==> config.mk <==
export PLATFORM = sky130hd
export DESIGN_NAME = rsvc_ctrl
export DESIGN_NICKNAME = d
export VERILOG_FILES = /design/src/sv/rsvc_pkg.sv /design/src/sv/rsvc_ctrl.sv
export SDC_FILE = /design/constraint.sdc
export NUM_CORES = 1
export LEC_CHECK = 0
export ABC_AREA = 1
export BUFFER_PORTS_ARGS = -buffer_cell sky130_fd_sc_hd__buf_2
export CORE_ASPECT_RATIO = 1.25
export CORE_MARGIN = 3
export CORE_UTILIZATION = 58
export CTS_BUF_LIST = sky130_fd_sc_hd__clkbuf_4
export CTS_CLUSTER_DIAMETER = 50
export DETAILED_ROUTE_END_ITERATION = 10
export PLACE_DENSITY = 0.82
export SYNTH_ARGS = -nofsm -noshare
export SYNTH_HDL_FRONTEND = slang
export SYNTH_SLANG_ARGS = --single-unit
==> constraint.sdc <==
create_clock -name clk_i -period 1.5 [get_ports clk_i]
set_input_delay 0.075 -clock clk_i [delete_from_list [all_inputs] [get_ports clk_i]]
set_output_delay 0.075 -clock clk_i [all_outputs]
set_load 0.005 [all_outputs]
==> src/sv/rsvc_pkg.sv <==
package rsvc_pkg;

  localparam int unsigned TIME_W     = 64;
  localparam int unsigned RATE_W     = 34;
  localparam int unsigned NEW_RATE_W = 33;
  localparam int unsigned HALF_W     = 32;
  localparam int unsigned PROD_W     = HALF_W + RATE_W;
  localparam int unsigned ACC_W      = TIME_W + RATE_W;

  typedef enum logic [1:0] {
    KIND_L2G  = 2'd0,
    KIND_STEP = 2'd1,
    KIND_RATE = 2'd2,
    KIND_G2L  = 2'd3
  } kind_e;

  typedef enum logic [3:0] {
    OP_NONE,
    OP_LOAD,
    OP_FWD_DIFF,
    OP_INV_DIFF,
    OP_INV_LC,
    OP_ABS,
    OP_MUL_LO,
    OP_MUL_HI,
    OP_MUL_ACC,
    OP_NEG,
    OP_ADD_GB,
    OP_SUB_LC,
    OP_FWD_OUT,
    OP_LATCH,
    OP_DIV_INIT,
    OP_DIV_STEP
  } dp_op_e;

  typedef enum logic {
    OUT_NONE = 1'b0,
    OUT_INV  = 1'b1
  } out_sel_e;

  typedef struct packed {
    dp_op_e   op;
    logic     add_step;
    logic     set_rate;
    out_sel_e inv_out;
  } dp_cmd_t;

endpackage

==> src/sv/rsvc_ctrl.sv <==
module rsvc_ctrl
  import rsvc_pkg::*;
#(
  parameter int unsigned RATE_FRACTION_BITS = 32
) (
  input  logic       clk_i,
  input  logic       rst_ni,
  input  logic       start_i,
  input  logic [1:0] kind_i,
  output logic       busy_o,
  output dp_cmd_t    cmd_o
);

  localparam int unsigned NUM_W = TIME_W + RATE_FRACTION_BITS;
  localparam int unsigned CNT_W = $clog2(NUM_W);

  typedef enum logic [3:0] {
    S_IDLE,
    S_FWD_DIFF,
    S_INV_DIFF,
    S_INV_LC,
    S_ABS,
    S_MUL_LO,
    S_MUL_HI,
    S_MUL_ACC,
    S_NEG,
    S_ADD_GB,
    S_SUB_LC,
    S_FINISH,
    S_DIV_INIT,
    S_DIV,
    S_INV_OUT
  } state_e;

  state_e             state_q;
  kind_e              kind_q;
  logic   [CNT_W-1:0] cnt_q;
  logic               accept;

  assign accept = start_i && (state_q == S_IDLE);
  assign busy_o = (state_q != S_IDLE);

  // Advance the sequence; capture the kind at accept and count divider steps
  always_ff @(posedge clk_i or negedge rst_ni) begin
    if (!rst_ni) begin
      state_q <= S_IDLE;
      kind_q  <= KIND_L2G;
      cnt_q   <= '0;
    end else begin
      unique case (state_q)
        S_IDLE: begin
          if (accept) begin
            kind_q  <= kind_e'(kind_i);
            state_q <= (kind_e'(kind_i) == KIND_G2L) ? S_INV_DIFF : S_FWD_DIFF;
          end
        end
        S_FWD_DIFF: state_q <= S_ABS;
        S_INV_DIFF: state_q <= S_INV_LC;
        S_INV_LC:   state_q <= S_ABS;
        S_ABS:      state_q <= (kind_q == KIND_G2L) ? S_DIV_INIT : S_MUL_LO;
        S_MUL_LO:   state_q <= S_MUL_HI;
        S_MUL_HI:   state_q <= S_MUL_ACC;
        S_MUL_ACC:  state_q <= S_NEG;
        S_NEG:      state_q <= S_ADD_GB;
        S_ADD_GB:   state_q <= S_SUB_LC;
        S_SUB_LC:   state_q <= S_FINISH;
        S_FINISH:   state_q <= S_IDLE;
        S_DIV_INIT: begin
          cnt_q   <= CNT_W'(NUM_W - 1);
          state_q <= S_DIV;
        end
        S_DIV: begin
          if (cnt_q == '0) begin
            state_q <= S_INV_OUT;
          end else begin
            cnt_q <= cnt_q - 1'b1;
          end
        end
        S_INV_OUT:  state_q <= S_IDLE;
        default:    state_q <= S_IDLE;
      endcase
    end
  end

  // Decode the datapath command from the state
  always_comb begin
    cmd_o          = '0;
    cmd_o.op       = OP_NONE;
    cmd_o.inv_out  = OUT_NONE;
    unique case (state_q)
      S_IDLE:     cmd_o.op = accept ? OP_LOAD : OP_NONE;
      S_FWD_DIFF: cmd_o.op = OP_FWD_DIFF;
      S_INV_DIFF: cmd_o.op = OP_INV_DIFF;
      S_INV_LC:   cmd_o.op = OP_INV_LC;
      S_ABS:      cmd_o.op = OP_ABS;
      S_MUL_LO:   cmd_o.op = OP_MUL_LO;
      S_MUL_HI:   cmd_o.op = OP_MUL_HI;
      S_MUL_ACC:  cmd_o.op = OP_MUL_ACC;
      S_NEG:      cmd_o.op = OP_NEG;
      S_ADD_GB:   cmd_o.op = OP_ADD_GB;
      S_SUB_LC:   cmd_o.op = OP_SUB_LC;
      S_FINISH: begin
        cmd_o.op       = (kind_q == KIND_L2G) ? OP_FWD_OUT : OP_LATCH;
        cmd_o.add_step = (kind_q == KIND_STEP);
        cmd_o.set_rate = (kind_q == KIND_RATE);
      end
      S_DIV_INIT: cmd_o.op = OP_DIV_INIT;
      S_DIV:      cmd_o.op = OP_DIV_STEP;
      S_INV_OUT: begin
        cmd_o.op      = OP_FWD_OUT;
        cmd_o.inv_out = OUT_INV;
      end
      default:    cmd_o.op = OP_NONE;
    endcase
  end

  a_accept_busy: assert property (@(posedge clk_i) disable iff (!rst_ni)
    (start_i && !busy_o) |=> busy_o)
    else $error("accepted item did not raise busy");

  a_div_exit: assert property (@(posedge clk_i) disable iff (!rst_ni)
    (cmd_o.op == OP_DIV_STEP) |=> (cmd_o.op == OP_DIV_STEP || state_q == S_INV_OUT))
    else $error("divider left its loop early");

  a_out_idle: assert property (@(posedge clk_i) disable iff (!rst_ni)
    (cmd_o.op == OP_FWD_OUT || cmd_o.op == OP_LATCH) |=> !busy_o)
    else $error("sequence did not end after its last step");

endmodule

# --- After elaboration in Yosys (flattened, before gate mapping) ---
# Cells that the tools add are included.
op_classes:
  add_sub_neg: 1
  eq_ne: 21
  n_mux: 12
  n_reduce_logical: 10
ops:
  columns: ["cell", "count"]
  rows:
  - ["case mux 4 bit (15 select lines)", 1]
  - ["case mux 4 bit (12 select lines)", 1]
  - ["equality test 4 bit, second input constant", 7]
  - ["equality test 4 x 3 -> 1 bit, second input constant", 4]
  - ["case mux 7 bit (2 select lines)", 1]
  - ["2-to-1 mux 4 bit", 3]
  - ["equality test 4 x 2 -> 1 bit, second input constant", 2]
  - ["logical NOT 7 bit", 1]
  - ["2-to-1 mux 7 bit", 1]
  - ["subtractor 7 x 1 -> 7 bit, second input constant", 1]
  - ["equality test 2 bit, second input constant", 3]
  - ["inequality test 2 bit, second input constant", 3]
  - ["AND reduction 2 bit", 3]
  - ["equality test 4 x 1 -> 1 bit, second input constant", 1]
  - ["logical NOT 4 bit", 1]
  - ["2-to-1 mux 2 bit", 2]
  - ["nonzero test 4 bit", 1]
  - ["2-to-1 mux 1 bit", 3]
  - ["equality test 2 x 1 -> 1 bit, second input constant", 1]
  - ["logical NOT 2 bit", 1]
  - ["nonzero test 2 bit", 1]
  - ["OR reduction 2 bit", 1]
  - ["logical AND 1 bit", 1]
totals:
  ff_bits: 13
  input_bits: 5
  out_inout_bits: 8
  elab_cells: 47

# --- Longest topological paths before layout ---
# Gate-level depths: netlist of run 1.
logic_depth:
  ltp_word: 4
  mapped_depth: 10
  ltp_nobuf: 10

# --- Worst setup path after synthesis of run 1 ---
# Ideal clock, no wire load.
synth_timing:
  path_kind: "flip-flop to flip-flop"
  startpoint: "register cnt_q[1]"
  endpoint: "register cnt_q[1]"
  setup_ns: 0.118
  arrival_ns: 1.173
  required_time_ns: 1.382
  slack_ns: 0.208
  path_stages_with_launch: 10
  n_path_buf: 0
  period_less_slack_ns: 1.292
  path_cell_list: "dfrtp_1 > inv_1 > ha_1 > inv_1 > nor2_1 > nand3_2 > nand2_2 > nand2_2 > nand2_1 > o21ai_2"
synth_via:
  elab_chain_cells: 3
  word_cells_on_any_way: 6
  classes_between: "1 x add/sub; 1 x eq/ne; 2 x mux; 2 x reduce/logical"
synth_rtl:
  columns: ["item", "line", "rtl"]
  rows:
  - ["from (decl)", "rsvc_ctrl.sv:37", "logic [CNT_W-1:0] cnt_q;"]
  - ["from (signal assigned)", "rsvc_ctrl.sv:69", "cnt_q <= CNT_W'(NUM_W - 1);"]
  - ["from (signal assigned)", "rsvc_ctrl.sv:76", "cnt_q <= cnt_q - 1'b1;"]
  - ["subtractor 7 x 1 -> 7 bit / logical NOT 7 bit (equally long branches)", "rsvc_ctrl.sv:76, rsvc_ctrl.sv:73", null]
  - ["2-to-1 mux 7 bit / inequality test 2 bit (equally long branches)", null, null]
  - ["case mux 7 bit (2 select lines) / AND reduction 2 bit (equally long branches)", null, null]
# Several ways; a longest one is shown, not always the timed one. The select of a mux whose other input is x is not followed.
# A chain may end at the register's enable or synchronous reset.

# --- Final worst setup path of run 1 ---
layout_timing:
  startpoint: "register state_q[1]"
  endpoint: "register state_q[0]"
layout_via:
  elab_chain_cells: 4
  word_cells_on_any_way: 19
  classes_between: "14 x eq/ne; 1 x mux; 4 x reduce/logical"
layout_rtl:
  columns: ["item", "line", "rtl"]
  rows:
  - ["from (decl)", "rsvc_ctrl.sv:35", "state_e state_q;"]
  - ["from (signal assigned)", "rsvc_ctrl.sv:54", "state_q <= (kind_e'(kind_i) == KIND_G2L) ? S_INV_DIFF : S_FWD_DIFF;"]
  - ["from (signal assigned)", "rsvc_ctrl.sv:60", "S_ABS: state_q <= (kind_q == KIND_G2L) ? S_DIV_INIT : S_MUL_LO;"]
  - ["branches (longest 4 deep; another with case mux 4 bit (12 select lines))", null, null]
# Several ways; the timed one is not identified.

==> results of run 1 <==
## flip-flops by register name (all words and copies together) (netlist names)
register	count
state_q	4
cnt_q	7
kind_q	2
## cells by family (layout without fill, tap and decap cells)
logic type               count (synthesis)  in the layout  synth area share, %
AO/OA/AOI/OAI                           18             18                11.48
buffers and inverters                   25             52                10.69
adder cells (fa/ha/maj)                  2              2                2.638
flip-flops                              13             13                34.30
AND/OR/NAND/NOR                         84             84                40.90
## layer usage
metal | global-route usage, % | vias up | wire [µm]
met5 | 0 | - | 0
met4 | 12.44 | 0 | 159
met3 | 5.986 | 16 | 126
met2 | 43.15 | 43 | 1405
met1 | 25.72 | 495 | 994
li1 | - | 507 | -
## synthesized netlist by cell type
| cell | count |
|---|---|
| sky130_fd_sc_hd__ha_1 | 2 |
| sky130_fd_sc_hd__nor2_2 | 2 |
| sky130_fd_sc_hd__inv_2 | 3 |
| sky130_fd_sc_hd__and2_1 | 1 |
| sky130_fd_sc_hd__o21ai_1 | 3 |
| sky130_fd_sc_hd__nand3_1 | 14 |
| sky130_fd_sc_hd__nand2_2 | 5 |
| sky130_fd_sc_hd__nor2_4 | 2 |
| sky130_fd_sc_hd__dfrtp_1 | 13 |
| sky130_fd_sc_hd__o211ai_1 | 1 |
| sky130_fd_sc_hd__nand3_2 | 1 |
| sky130_fd_sc_hd__nor2_1 | 16 |
| sky130_fd_sc_hd__o21ai_0 | 7 |
| sky130_fd_sc_hd__nor3_1 | 3 |
| sky130_fd_sc_hd__a21oi_1 | 4 |
| sky130_fd_sc_hd__nand4_1 | 4 |
| sky130_fd_sc_hd__a21oi_4 | 1 |
| sky130_fd_sc_hd__o21ai_2 | 1 |
| sky130_fd_sc_hd__o22ai_1 | 1 |
| sky130_fd_sc_hd__nand2_1 | 36 |
| sky130_fd_sc_hd__buf_6 | 1 |
| sky130_fd_sc_hd__inv_1 | 21 |
## power groups by stage
stage / Sequential (mW) / Clock [mW] / Combinational (mW)
final: 0.707 / 0.246 / 1.56
after CTS: 0.671 / 0.240 / 1.30
after floorplan: 0.658 / 0 / 0.905
after global placement: 0.684 / 0 / 1.18
after detailed placement: 0.688 / 0 / 1.22
after global routing: 0.726 / 0.258 / 1.73
## how the worst max path moves through the flow
| stage | slack, ns | startpoint | endpoint | cells past startpoint |
|---|---|---|---|---|
| after detailed placement | 0.07 | cnt_q[1] | cnt_q[4] | 9 |
| after global placement | 0.14 | cnt_q[1] | cnt_q[1] | 9 |
| final | -0.02 | state_q[1] | state_q[0] | 9 |
| after global routing | -0.05 | state_q[1] | state_q[0] | 9 |
| after CTS | 0.02 | state_q[3] | cmd_o[3] | 6 |
| after floorplan | 0.21 | cnt_q[1] | cnt_q[1] | 9 |
## final cells by class
cell class	count	area, µm²
multi-input combinational	104	568.0
sequential	13	329.1
fill	96	266.5
timing repair buffer	24	156.4
inverter	24	92.59
clock buffer	4	30.03
tap	17	21.27
## through the flow
step	setup WS [ns]	util [%]
6_report	-0.01558	81.79
5_1_grt	-0.05090	81.79
4_1_cts	0.01709	74.44
3_5_place_dp	0.06857	70.60
3_3_place_gp	0.1410	70.60
2_1_floorplan	0.2081	-
## worst reg2reg max path: stages (launching register included)
cell	delay, ns
sky130_fd_sc_hd__dfrtp_1	0.43
sky130_fd_sc_hd__buf_6	0.15
sky130_fd_sc_hd__buf_4	0.13
sky130_fd_sc_hd__nor2_1	0.18
sky130_fd_sc_hd__nand2_2	0.15
sky130_fd_sc_hd__o21ai_0	0.10
sky130_fd_sc_hd__nor2_1	0.09
sky130_fd_sc_hd__nand2_1	0.08
sky130_fd_sc_hd__nand2_1	0.06
sky130_fd_sc_hd__nand2_1	0.07
## what timing repair did
item,4_1_cts,5_1_grt
gates resized for setup,4,19
pin swaps,0,4
hold buffers,1,0
hold endpoints to repair,13,0
setup buffers,1,8
setup endpoints to repair,2,11
==> results.toml, run 1 <==
[critical_path]
max_stage_delay_ns = 0.43
crit_path_arrival_time_ns = 1.74
regToRegSetupSlack_ns = -0.02
timing.reg2reg.worst_path_depth = 9
endpoint_kind = "flop"
critical_path_class = "reg -> reg"
critical_path.most_common_cell = "sky130_fd_sc_hd__nand2_1"
critical_path.startpoint_type = "flop"
cell_breakdown_of_the_critical_path = "buf_6, buf_4, nor2_1, nand2_2, o21ai_0, nor2_1, nand2_1, nand2_1, nand2_1"
timing.critical_path.buf_inv = 2
worst_path_dominant_cell_family = "simple AND/OR/NAND/NOR gates"
worst-path-max-fanout = 5
reg2reg_to = "state_q[0]"
crit_path_top_delay_cell = "sky130_fd_sc_hd__dfrtp_1"
endpoint_required_time_on_the_critical_path_ns = 1.72
timing.rr.start = "state_q[1]"

[placed_design]
placed_cells_incl_taps = 172
routabilityCongestion = 0.8762
placedInstanceArea_um2 = 1033
port_buffers = 12
post-dp-hpwl_um = 1669

[outcome]
status = "complete, but fails checks"
violations = "setup timing"

[global_route]
grt_start_max_net_pins = 14
vias_in_the_first_global_route = 956
grt_first_pass_wirelength_um = 3946
grt_usage_pct = 24.10
initial_antenna_violation_count = 0
overflow = 0

[pwr]
p_switching_mw = 1.267
p_int_mw = 1.243
switching_share_pct = 50.47
power-per-cell-area_nw_per_um2 = 2096
power_mw = 2.510
power.ir.vdd_worst_v = 0.001612
comb_power_share_pct = 62.0
pwr-share-clk_pct = 9.8
static-leakage-power_nw = 0.6180
seq_power_share_pct = 28.2

[worst_hold_path]
hold-path-endpoint = "kind_q[1]"
worst_hold_startpoint = "kind_i[1]"
worst_hold_path_type = "in -> reg"
whs_path_depth = 3

[synthesis]
cells_taking_the_most_area_after_synthesis = "sky130_fd_sc_hd__dfrtp_1 34%, sky130_fd_sc_hd__nand2_1 14%, sky130_fd_sc_hd__inv_1 8.3%"
syn-instance-count = 142
synth.net_count = 149
register_bit_total_from_synthesis = 13
synth_area_um2 = 948.4
synth_largest_area_cell = "sky130_fd_sc_hd__dfrtp_1"
yosys.cell_types.count = 22
syn_area_per_cell_um2 = 6.679
synth_warnings = 0
synth_sequential_area_ratio_pct = 34.30
post-synth-top-area-fraction_pct = 34.30

[drt]
wirelength_um = 2685
route.detailed.drc = 0
routed-via-count = 1061
antenna_left = 0
drt_first_iter_violations = 29
wl_per_cell_um = 14.44
post_drt_via_cell_ratio = 5.704
detail_route.first_pass.iterations = 4

[timing]
setup_viol = 1
final_worst_path_period_share_pct = 101.0
timing.final.ws_setup_ns = -0.01558
fin_tns_setup_ns = -0.01558
worst-slew-pin-transition_ns = 0.3202
timing_max_transition_violations_final = 0
relSlewSlack_pct = 78.66
timing.clock.skew_ns = 0.003627
whs_ns = 0.03809
finalCriticalPeriod_ns = 1.516
fmax_mhz = 659.8
rsz0062_at_grt = "true"
hold_violations = 0

[die]
placeableCoreArea_um2 = 1464
design.die.area_um2 = 2160
initial_core_util_pct = 64.79
die-height_um = 51.21
die_w_um = 42.17
std_cell_rows = 15
num_io_pins = 13

[finish]
stdcell_count = 186
insertedDiodeCount = 0
post-route-cell-area_um2 = 1197
mostFrequentLayoutCells = "31 x sky130_fd_sc_hd__nand2_1, 17 x sky130_fd_sc_hd__inv_1, 14 x sky130_fd_sc_hd__nor2_1, 14 x sky130_fd_sc_hd__nand3_1, 12 x sky130_fd_sc_hd__buf_2"
layout-drive-gt1-share_pct = 34.91
final_common_cell = "sky130_fd_sc_hd__nand2_1"
layout.nets = 177
area_growth_syn_to_layout_pct = 26.25

[clock_tree]
cts.sink_count = 13
worst_skew_pair.late_latency_ns = 0.29
root_buffer = "sky130_fd_sc_hd__clkbuf_4"
worst_setup_hold_path_clk_slew_ns = 0.08
max-clock-path-buffers = 2
cts_tree = "yes"
cts_inserted_buffers = 3
cts_htree_levels = 1

[run]
maxcap_viol_count = 0
Power figures use the tool's default switching activity.
==> run 2: changes to the inputs <==
--- a/config.mk
+++ b/config.mk
@@ -15,4 +15,5 @@
 export DETAILED_ROUTE_END_ITERATION = 10
 export PLACE_DENSITY = 0.82
+export REMOVE_ABC_BUFFERS = 1
 export SYNTH_ARGS = -nofsm -noshare
 export SYNTH_HDL_FRONTEND = slang
==> constraint.sdc (replaced) <==
create_clock -name clk_i -period 1.5 [get_ports clk_i]
set_input_delay 0.225 -clock clk_i [delete_from_list [all_inputs] [get_ports clk_i]]
set_output_delay 0.225 -clock clk_i [all_outputs]
set_load 0.005 [all_outputs]
==> results.toml, run 2 (same netlist as run 1, synthesis figures left out) <==
[worst_hold_path]
hold-path-endpoint = "kind_q[1]"
whs_path_depth = 3
worst_hold_startpoint = "kind_i[1]"
worst_hold_path_type = "in -> reg"

[timing]
setup_viol = 7
worst-slew-pin-transition_ns = 0.3250
finalCriticalPeriod_ns = 1.691
timing.final.ws_setup_ns = -0.1909
timing.clock.skew_ns = 0.001517
hold_violations = 0
timing_max_transition_violations_final = 0
fin_tns_setup_ns = -0.5809
fmax_mhz = 591.4
rsz0062_at_grt = "true"
relSlewSlack_pct = 78.33
whs_ns = 0.2044
final_worst_path_period_share_pct = 112.7

[global_route]
grt_usage_pct = 27.12
initial_antenna_violation_count = 0
gr-usage-met3_pct = 3.521
grt_start_max_net_pins = 14
grt_util_met1_pct = 29.05
grt_most_used_layer = "met2"
grt_first_pass_wirelength_um = 4388
vias_in_the_first_global_route = 1031
overflow = 0
global_routing_usage_on_met2_pct = 49.49

[critical_path]
critical_path.startpoint_type = "flop"
timing.rr.start = "state_q[0]"
regToRegSetupSlack_ns = 0.07
critical_path_class = "reg -> out"
crit_path_arrival_time_ns = 1.47
timing.reg2reg.worst_path_depth = 9
endpoint_required_time_on_the_critical_path_ns = 1.27
endpoint_kind = "output port"
worst-path-max-fanout = 4
reg2reg_to = "state_q[0]"

[finish]
mostFrequentLayoutCells = "30 x sky130_fd_sc_hd__nand2_1, 18 x sky130_fd_sc_hd__inv_1, 14 x sky130_fd_sc_hd__nand3_1, 14 x sky130_fd_sc_hd__buf_4, 13 x sky130_fd_sc_hd__nor2_1"
registers.top_by_ff_count = "cnt_q"
insertedDiodeCount = 0
layout.nets = 180
area_growth_syn_to_layout_pct = 31.00
biggest_regs = "cnt_q: 7 flops, state_q: 4 flops, kind_q: 2 flops"
largest_register_ff_count = 7
layout-drive-gt1-share_pct = 37.79
final_common_cell = "sky130_fd_sc_hd__nand2_1"

[clock_tree]
cts_inserted_buffers = 3
worst_skew_pair.late_latency_ns = 0.28
max-clock-path-buffers = 2
root_buffer = "sky130_fd_sc_hd__clkbuf_4"
worst_setup_hold_path_clk_slew_ns = 0.08
cts_htree_levels = 1
cts.sink_count = 13
cts_tree = "yes"

[die]
initial_core_util_pct = 64.79
num_io_pins = 13
std_cell_rows = 15
design.die.area_um2 = 2160
placeableCoreArea_um2 = 1464
die-height_um = 51.21
die_w_um = 42.17

[pwr]
static-leakage-power_nw = 0.6451
power-per-cell-area_nw_per_um2 = 2198
power_mw = 2.731
power.ir.vdd_worst_v = 0.001522

[drt]
detail_route.first_pass.iterations = 4
wirelength_um = 2829
wl_per_cell_um = 14.97
route.detailed.drc = 0
drt_first_iter_violations = 49
routed-via-count = 1102
post_drt_via_cell_ratio = 5.831
antenna_left = 0

[outcome]
status = "complete, but fails checks"
violations = "setup timing"

[placed_design]
port_buffers = 12
routabilityCongestion = 0.8985
post-dp-hpwl_um = 1627

[run]
maxcap_viol_count = 0
run 2: cell types whose count changed in the layout (fill, tap and decap cells not counted), moves of 2 or more:
cell | before | now
sky130_fd_sc_hd__buf_4 | 10 | 14
sky130_fd_sc_hd__inv_2 | 6 | 4
sky130_fd_sc_hd__nand2_4 | 2 | 4
sky130_fd_sc_hd__o21ai_0 | 6 | 4
sky130_fd_sc_hd__o21ai_1 | 4 | 6
run 2: what timing repair did:
action                                 CTS  global route
endpoints found under the hold margin   13             0
hold buffers                             1             0
buffers inserted                         7             3
pin swaps                                4             2
setup endpoints to repair                7            13
gates resized for setup                 20            11
run 2: how the worst max path moves through the flow:
stage               startpoint  endpoint
global placement    state_q[0]  cmd_o[3]
finish              state_q[0]  cmd_o[3]
detailed placement    cnt_q[0]  cnt_q[1]
CTS                 state_q[2]  cmd_o[3]
floorplan             cnt_q[1]  cnt_q[1]
global route        state_q[3]  cmd_o[3]
run 2: critical path, stage by stage, from the launching register on:
cell and delay, ns:
sky130_fd_sc_hd__dfrtp_2 0.41, sky130_fd_sc_hd__buf_4 0.13, sky130_fd_sc_hd__buf_4 0.13, sky130_fd_sc_hd__a21oi_2 0.04, sky130_fd_sc_hd__nor3_2 0.21, sky130_fd_sc_hd__nand3_1 0.12, sky130_fd_sc_hd__buf_2 0.15
run 2: power breakdown:
group          switching, mW  internal (mW)  total [mW]
clock                  0.126          0.121       0.248
sequential             0.212          0.521       0.733
combinational           1.03          0.717        1.75
run 2: per-layer routing:
layer  wire length [µm]  share of wire, %
met1               1033                37
met2               1483                52
met3                183               6.5
met4                128               4.5
met5                  0                 0
run 2: layout make-up:
| cell class | count | area [µm²] |
|---|---|---|
| multi-input cells | 104 | 590.6 |
| flip-flops and latches | 13 | 330.3 |
| fillers | 84 | 221.5 |
| repair buffers | 27 | 175.2 |
| inverters | 24 | 95.09 |
| clock buffers | 4 | 30.03 |
| well taps | 17 | 21.27 |
run 2: per-stage QoR:
stage,utilization [%],setup slack (ns),cells,cell area (µm²)
after floorplan,-,0.2077,141,937.1
after global placement,71.62,0.1070,174,1049
after detailed placement,71.62,0.09323,174,1049
after CTS,80.85,-0.07807,186,1184
after global routing,84.87,-0.2168,189,1242
final,84.87,-0.1909,189,1242
==> run 3: changes to the inputs <==
ABC_AREA = unset   (was 1)
CORE_ASPECT_RATIO = unset   (was 1.25)
CORE_UTILIZATION = 57   (was 58)
==> results.toml, run 3 <==
[critical_path]
crit_path_arrival_time_ns = 1.51
regToRegSetupSlack_ns = -0.18
critical_path.startpoint_type = "flop"
endpoint_kind = "output port"
worst-path-max-fanout = 7
endpoint_required_time_on_the_critical_path_ns = 1.27
critical_path_class = "reg -> out"

[timing]
fmax_mhz = 575.3
setup_viol = 15
relSlewSlack_pct = 68.04
final_worst_path_period_share_pct = 115.9
timing.clock.skew_ns = 0.002177
finalCriticalPeriod_ns = 1.738
worst-slew-pin-transition_ns = 0.4758
timing.final.ws_setup_ns = -0.2382
rsz0062_at_grt = "true"
timing_max_transition_violations_final = 0
hold_violations = 0
whs_ns = 0.2139

[die]
placeableCoreArea_um2 = 1366
design.die.area_um2 = 2028
die-height_um = 45.03
initial_core_util_pct = 63.55
num_io_pins = 13
die_w_um = 45.03
std_cell_rows = 13

[synthesis]
synth_largest_area_cell = "sky130_fd_sc_hd__dfrtp_1"
synth-compound-area-share_pct = 20.61
synth_sequential_area_ratio_pct = 37.46
post_synthesis_share_of_cell_area_spent_on_xor_and_xnor_gates_pct = 3.026
yosys.cell_types.count = 36
synth_common_cells = "13 x sky130_fd_sc_hd__dfrtp_1, 9 x sky130_fd_sc_hd__nand3_1, 8 x sky130_fd_sc_hd__a21oi_1, 8 x sky130_fd_sc_hd__nand2_1, 7 x sky130_fd_sc_hd__nor2_1"
register_bit_total_from_synthesis = 13
post-synth-top-area-fraction_pct = 37.46
synth_warnings = 0
post_synth_and_or_nand_nor_area_fraction_pct = 27.23
synth_flop_cell = "sky130_fd_sc_hd__dfrtp_1"
syn_area_per_cell_um2 = 8.952
cells_taking_the_most_area_after_synthesis = "sky130_fd_sc_hd__dfrtp_1 37%, sky130_fd_sc_hd__nand3_1 5.2%, sky130_fd_sc_hd__a21oi_1 4.6%"
synth_top_family_by_area = "simple AND/OR/NAND/NOR gates"
synth_area_um2 = 868.3
synth_enable_flop_cells = 0
syn-instance-count = 97
yosysMostFrequentCell = "sky130_fd_sc_hd__dfrtp_1"
synth-adder-area-share_pct = 2.882
asyncSetResetFlopFracSynth_pct = 100.0
synth.mux.area_fraction_pct = 3.746

[clock_tree]
cts_inserted_buffers = 3
root_buffer = "sky130_fd_sc_hd__clkbuf_4"
max-clock-path-buffers = 2
worst_setup_hold_path_clk_slew_ns = 0.08
cts_htree_levels = 1
worst_skew_pair.late_latency_ns = 0.29
cts.sink_count = 13
cts_tree = "yes"

[drt]
route.detailed.drc = 0
wl_per_cell_um = 23.72
wirelength_um = 3463
detail_route.first_pass.iterations = 5
drt_first_iter_violations = 94
antenna_left = 0
post_drt_via_cell_ratio = 7.301
routed-via-count = 1066

[finish]
layout-drive-gt1-share_pct = 49.62
area_growth_syn_to_layout_pct = 45.97
final_common_cell = "sky130_fd_sc_hd__buf_4"
largest_register_ff_count = 7
layout.nets = 139
biggest_regs = "cnt_q: 7 flops, state_q: 4 flops, kind_q: 2 flops"
registers.top_by_ff_count = "cnt_q"
mostFrequentLayoutCells = "15 x sky130_fd_sc_hd__buf_4, 12 x sky130_fd_sc_hd__buf_2, 10 x sky130_fd_sc_hd__dfrtp_1"
insertedDiodeCount = 0

[pwr]
power-per-cell-area_nw_per_um2 = 2263
power.ir.vdd_worst_v = 0.001574
power_mw = 2.869
static-leakage-power_nw = 0.5188

[outcome]
violations = "setup timing"
status = "complete, but fails checks"

[global_route]
grt_usage_pct = 26.61
vias_in_the_first_global_route = 844
overflow = 0
grt_first_pass_wirelength_um = 3822
grt_start_max_net_pins = 20
initial_antenna_violation_count = 0

[worst_hold_path]
worst_hold_path_type = "in -> reg"

[run]
maxcap_viol_count = 0

[placed_design]
port_buffers = 12
post_place_worst_slack_ns = 0.006144
post-dp-hpwl_um = 1472
routabilityCongestion = 0.8700
-- run 3: changes by cell type after synthesis, sizes merged, moves of 3 or more --
cell   previous run  this run
a21oi             5         8
buf               1         4
inv              24         4
nand2            41         8
nand3            15        10
nand4             4         0
nor2             20         7
nor3b             0         3
o21ai            11         5
xnor2             0         3
-- run 3: cell type report --
type | instances | area [µm²]
repair buffers | 36 | 272.8
well taps | 15 | 18.77
inverters | 4 | 15.01
multi-input cells | 74 | 601.8
clock buffers | 4 | 30.03
fillers | 51 | 98.84
flip-flops and latches | 13 | 329.1
-- run 3: kinds of logic after synthesis --
logic type	Yosys count
and+or+nand+nor	40
muxes	3
xor gates and xnor gates	3
adders and majority gates	2
DFF	13
buffers and inverters	10
AOI/OAI and AO/OA	26
-- run 3: path summary, 6_finish.rpt --
kind | from | to | cells past startpoint
worst min register to register | cnt_q[0] | cnt_q[0] | 1
worst max-delay path | state_q[2] | cmd_o[3] | 5
max in group asynchronous | rst_ni | state_q[2] | 2
worst min-delay path | kind_i[1] | kind_q[1] | 2
worst max register to register | state_q[3] | cnt_q[5] | 6
min in group asynchronous | rst_ni | cnt_q[0] | 2
-- run 3: metal layers --
metal | GRT usage, % | up-vias | routed length, µm
met5 | 0 | - | 0
met2 | 41.53 | 96 | 1649
li1 | - | 431 | -
met1 | 34.84 | 505 | 1144
met4 | 8.187 | 0 | 269
met3 | 8.765 | 34 | 399
-- run 3: what timing repair did --
item / CTS / global route
gates resized for setup: 10 / 25
hold endpoints to repair: 13 / 0
setup buffers: 5 / 6
endpoints found under the setup margin: 9 / 14
cloned: 0 / 0
hold buffers: 1 / 0
pin swaps: 5 / 12
-- run 3: worst max-delay path, stage by stage, from the launching register on --
cell	delay [ns]
sky130_fd_sc_hd__dfrtp_2	0.46
sky130_fd_sc_hd__buf_6	0.16
sky130_fd_sc_hd__o21ai_1	0.16
sky130_fd_sc_hd__o211ai_1	0.11
sky130_fd_sc_hd__a21oi_1	0.18
sky130_fd_sc_hd__buf_2	0.15
-- run 3: stage by stage --
step	cell area [µm²]	setup TNS [ns]	instances	util [%]
2_1_floorplan	839.6	-0.1066	91	-
3_3_place_gp	1008	0	130	73.81
3_5_place_dp	1008	0	130	73.81
4_1_cts	1124	-0.2696	140	82.23
5_1_grt	1267	-1.922	146	92.77
6_report	1267	-1.347	146	92.77
-- run 3: power by group --
part / switching (mW) / internal, mW / leakage [nW] / total, mW
registers: 0.229 / 0.514 / 0.143 / 0.743
clock network: 0.119 / 0.122 / 0.0184 / 0.241
logic: 0.971 / 0.913 / 0.358 / 1.88
total: 1.32 / 1.55 / 0.519 / 2.87
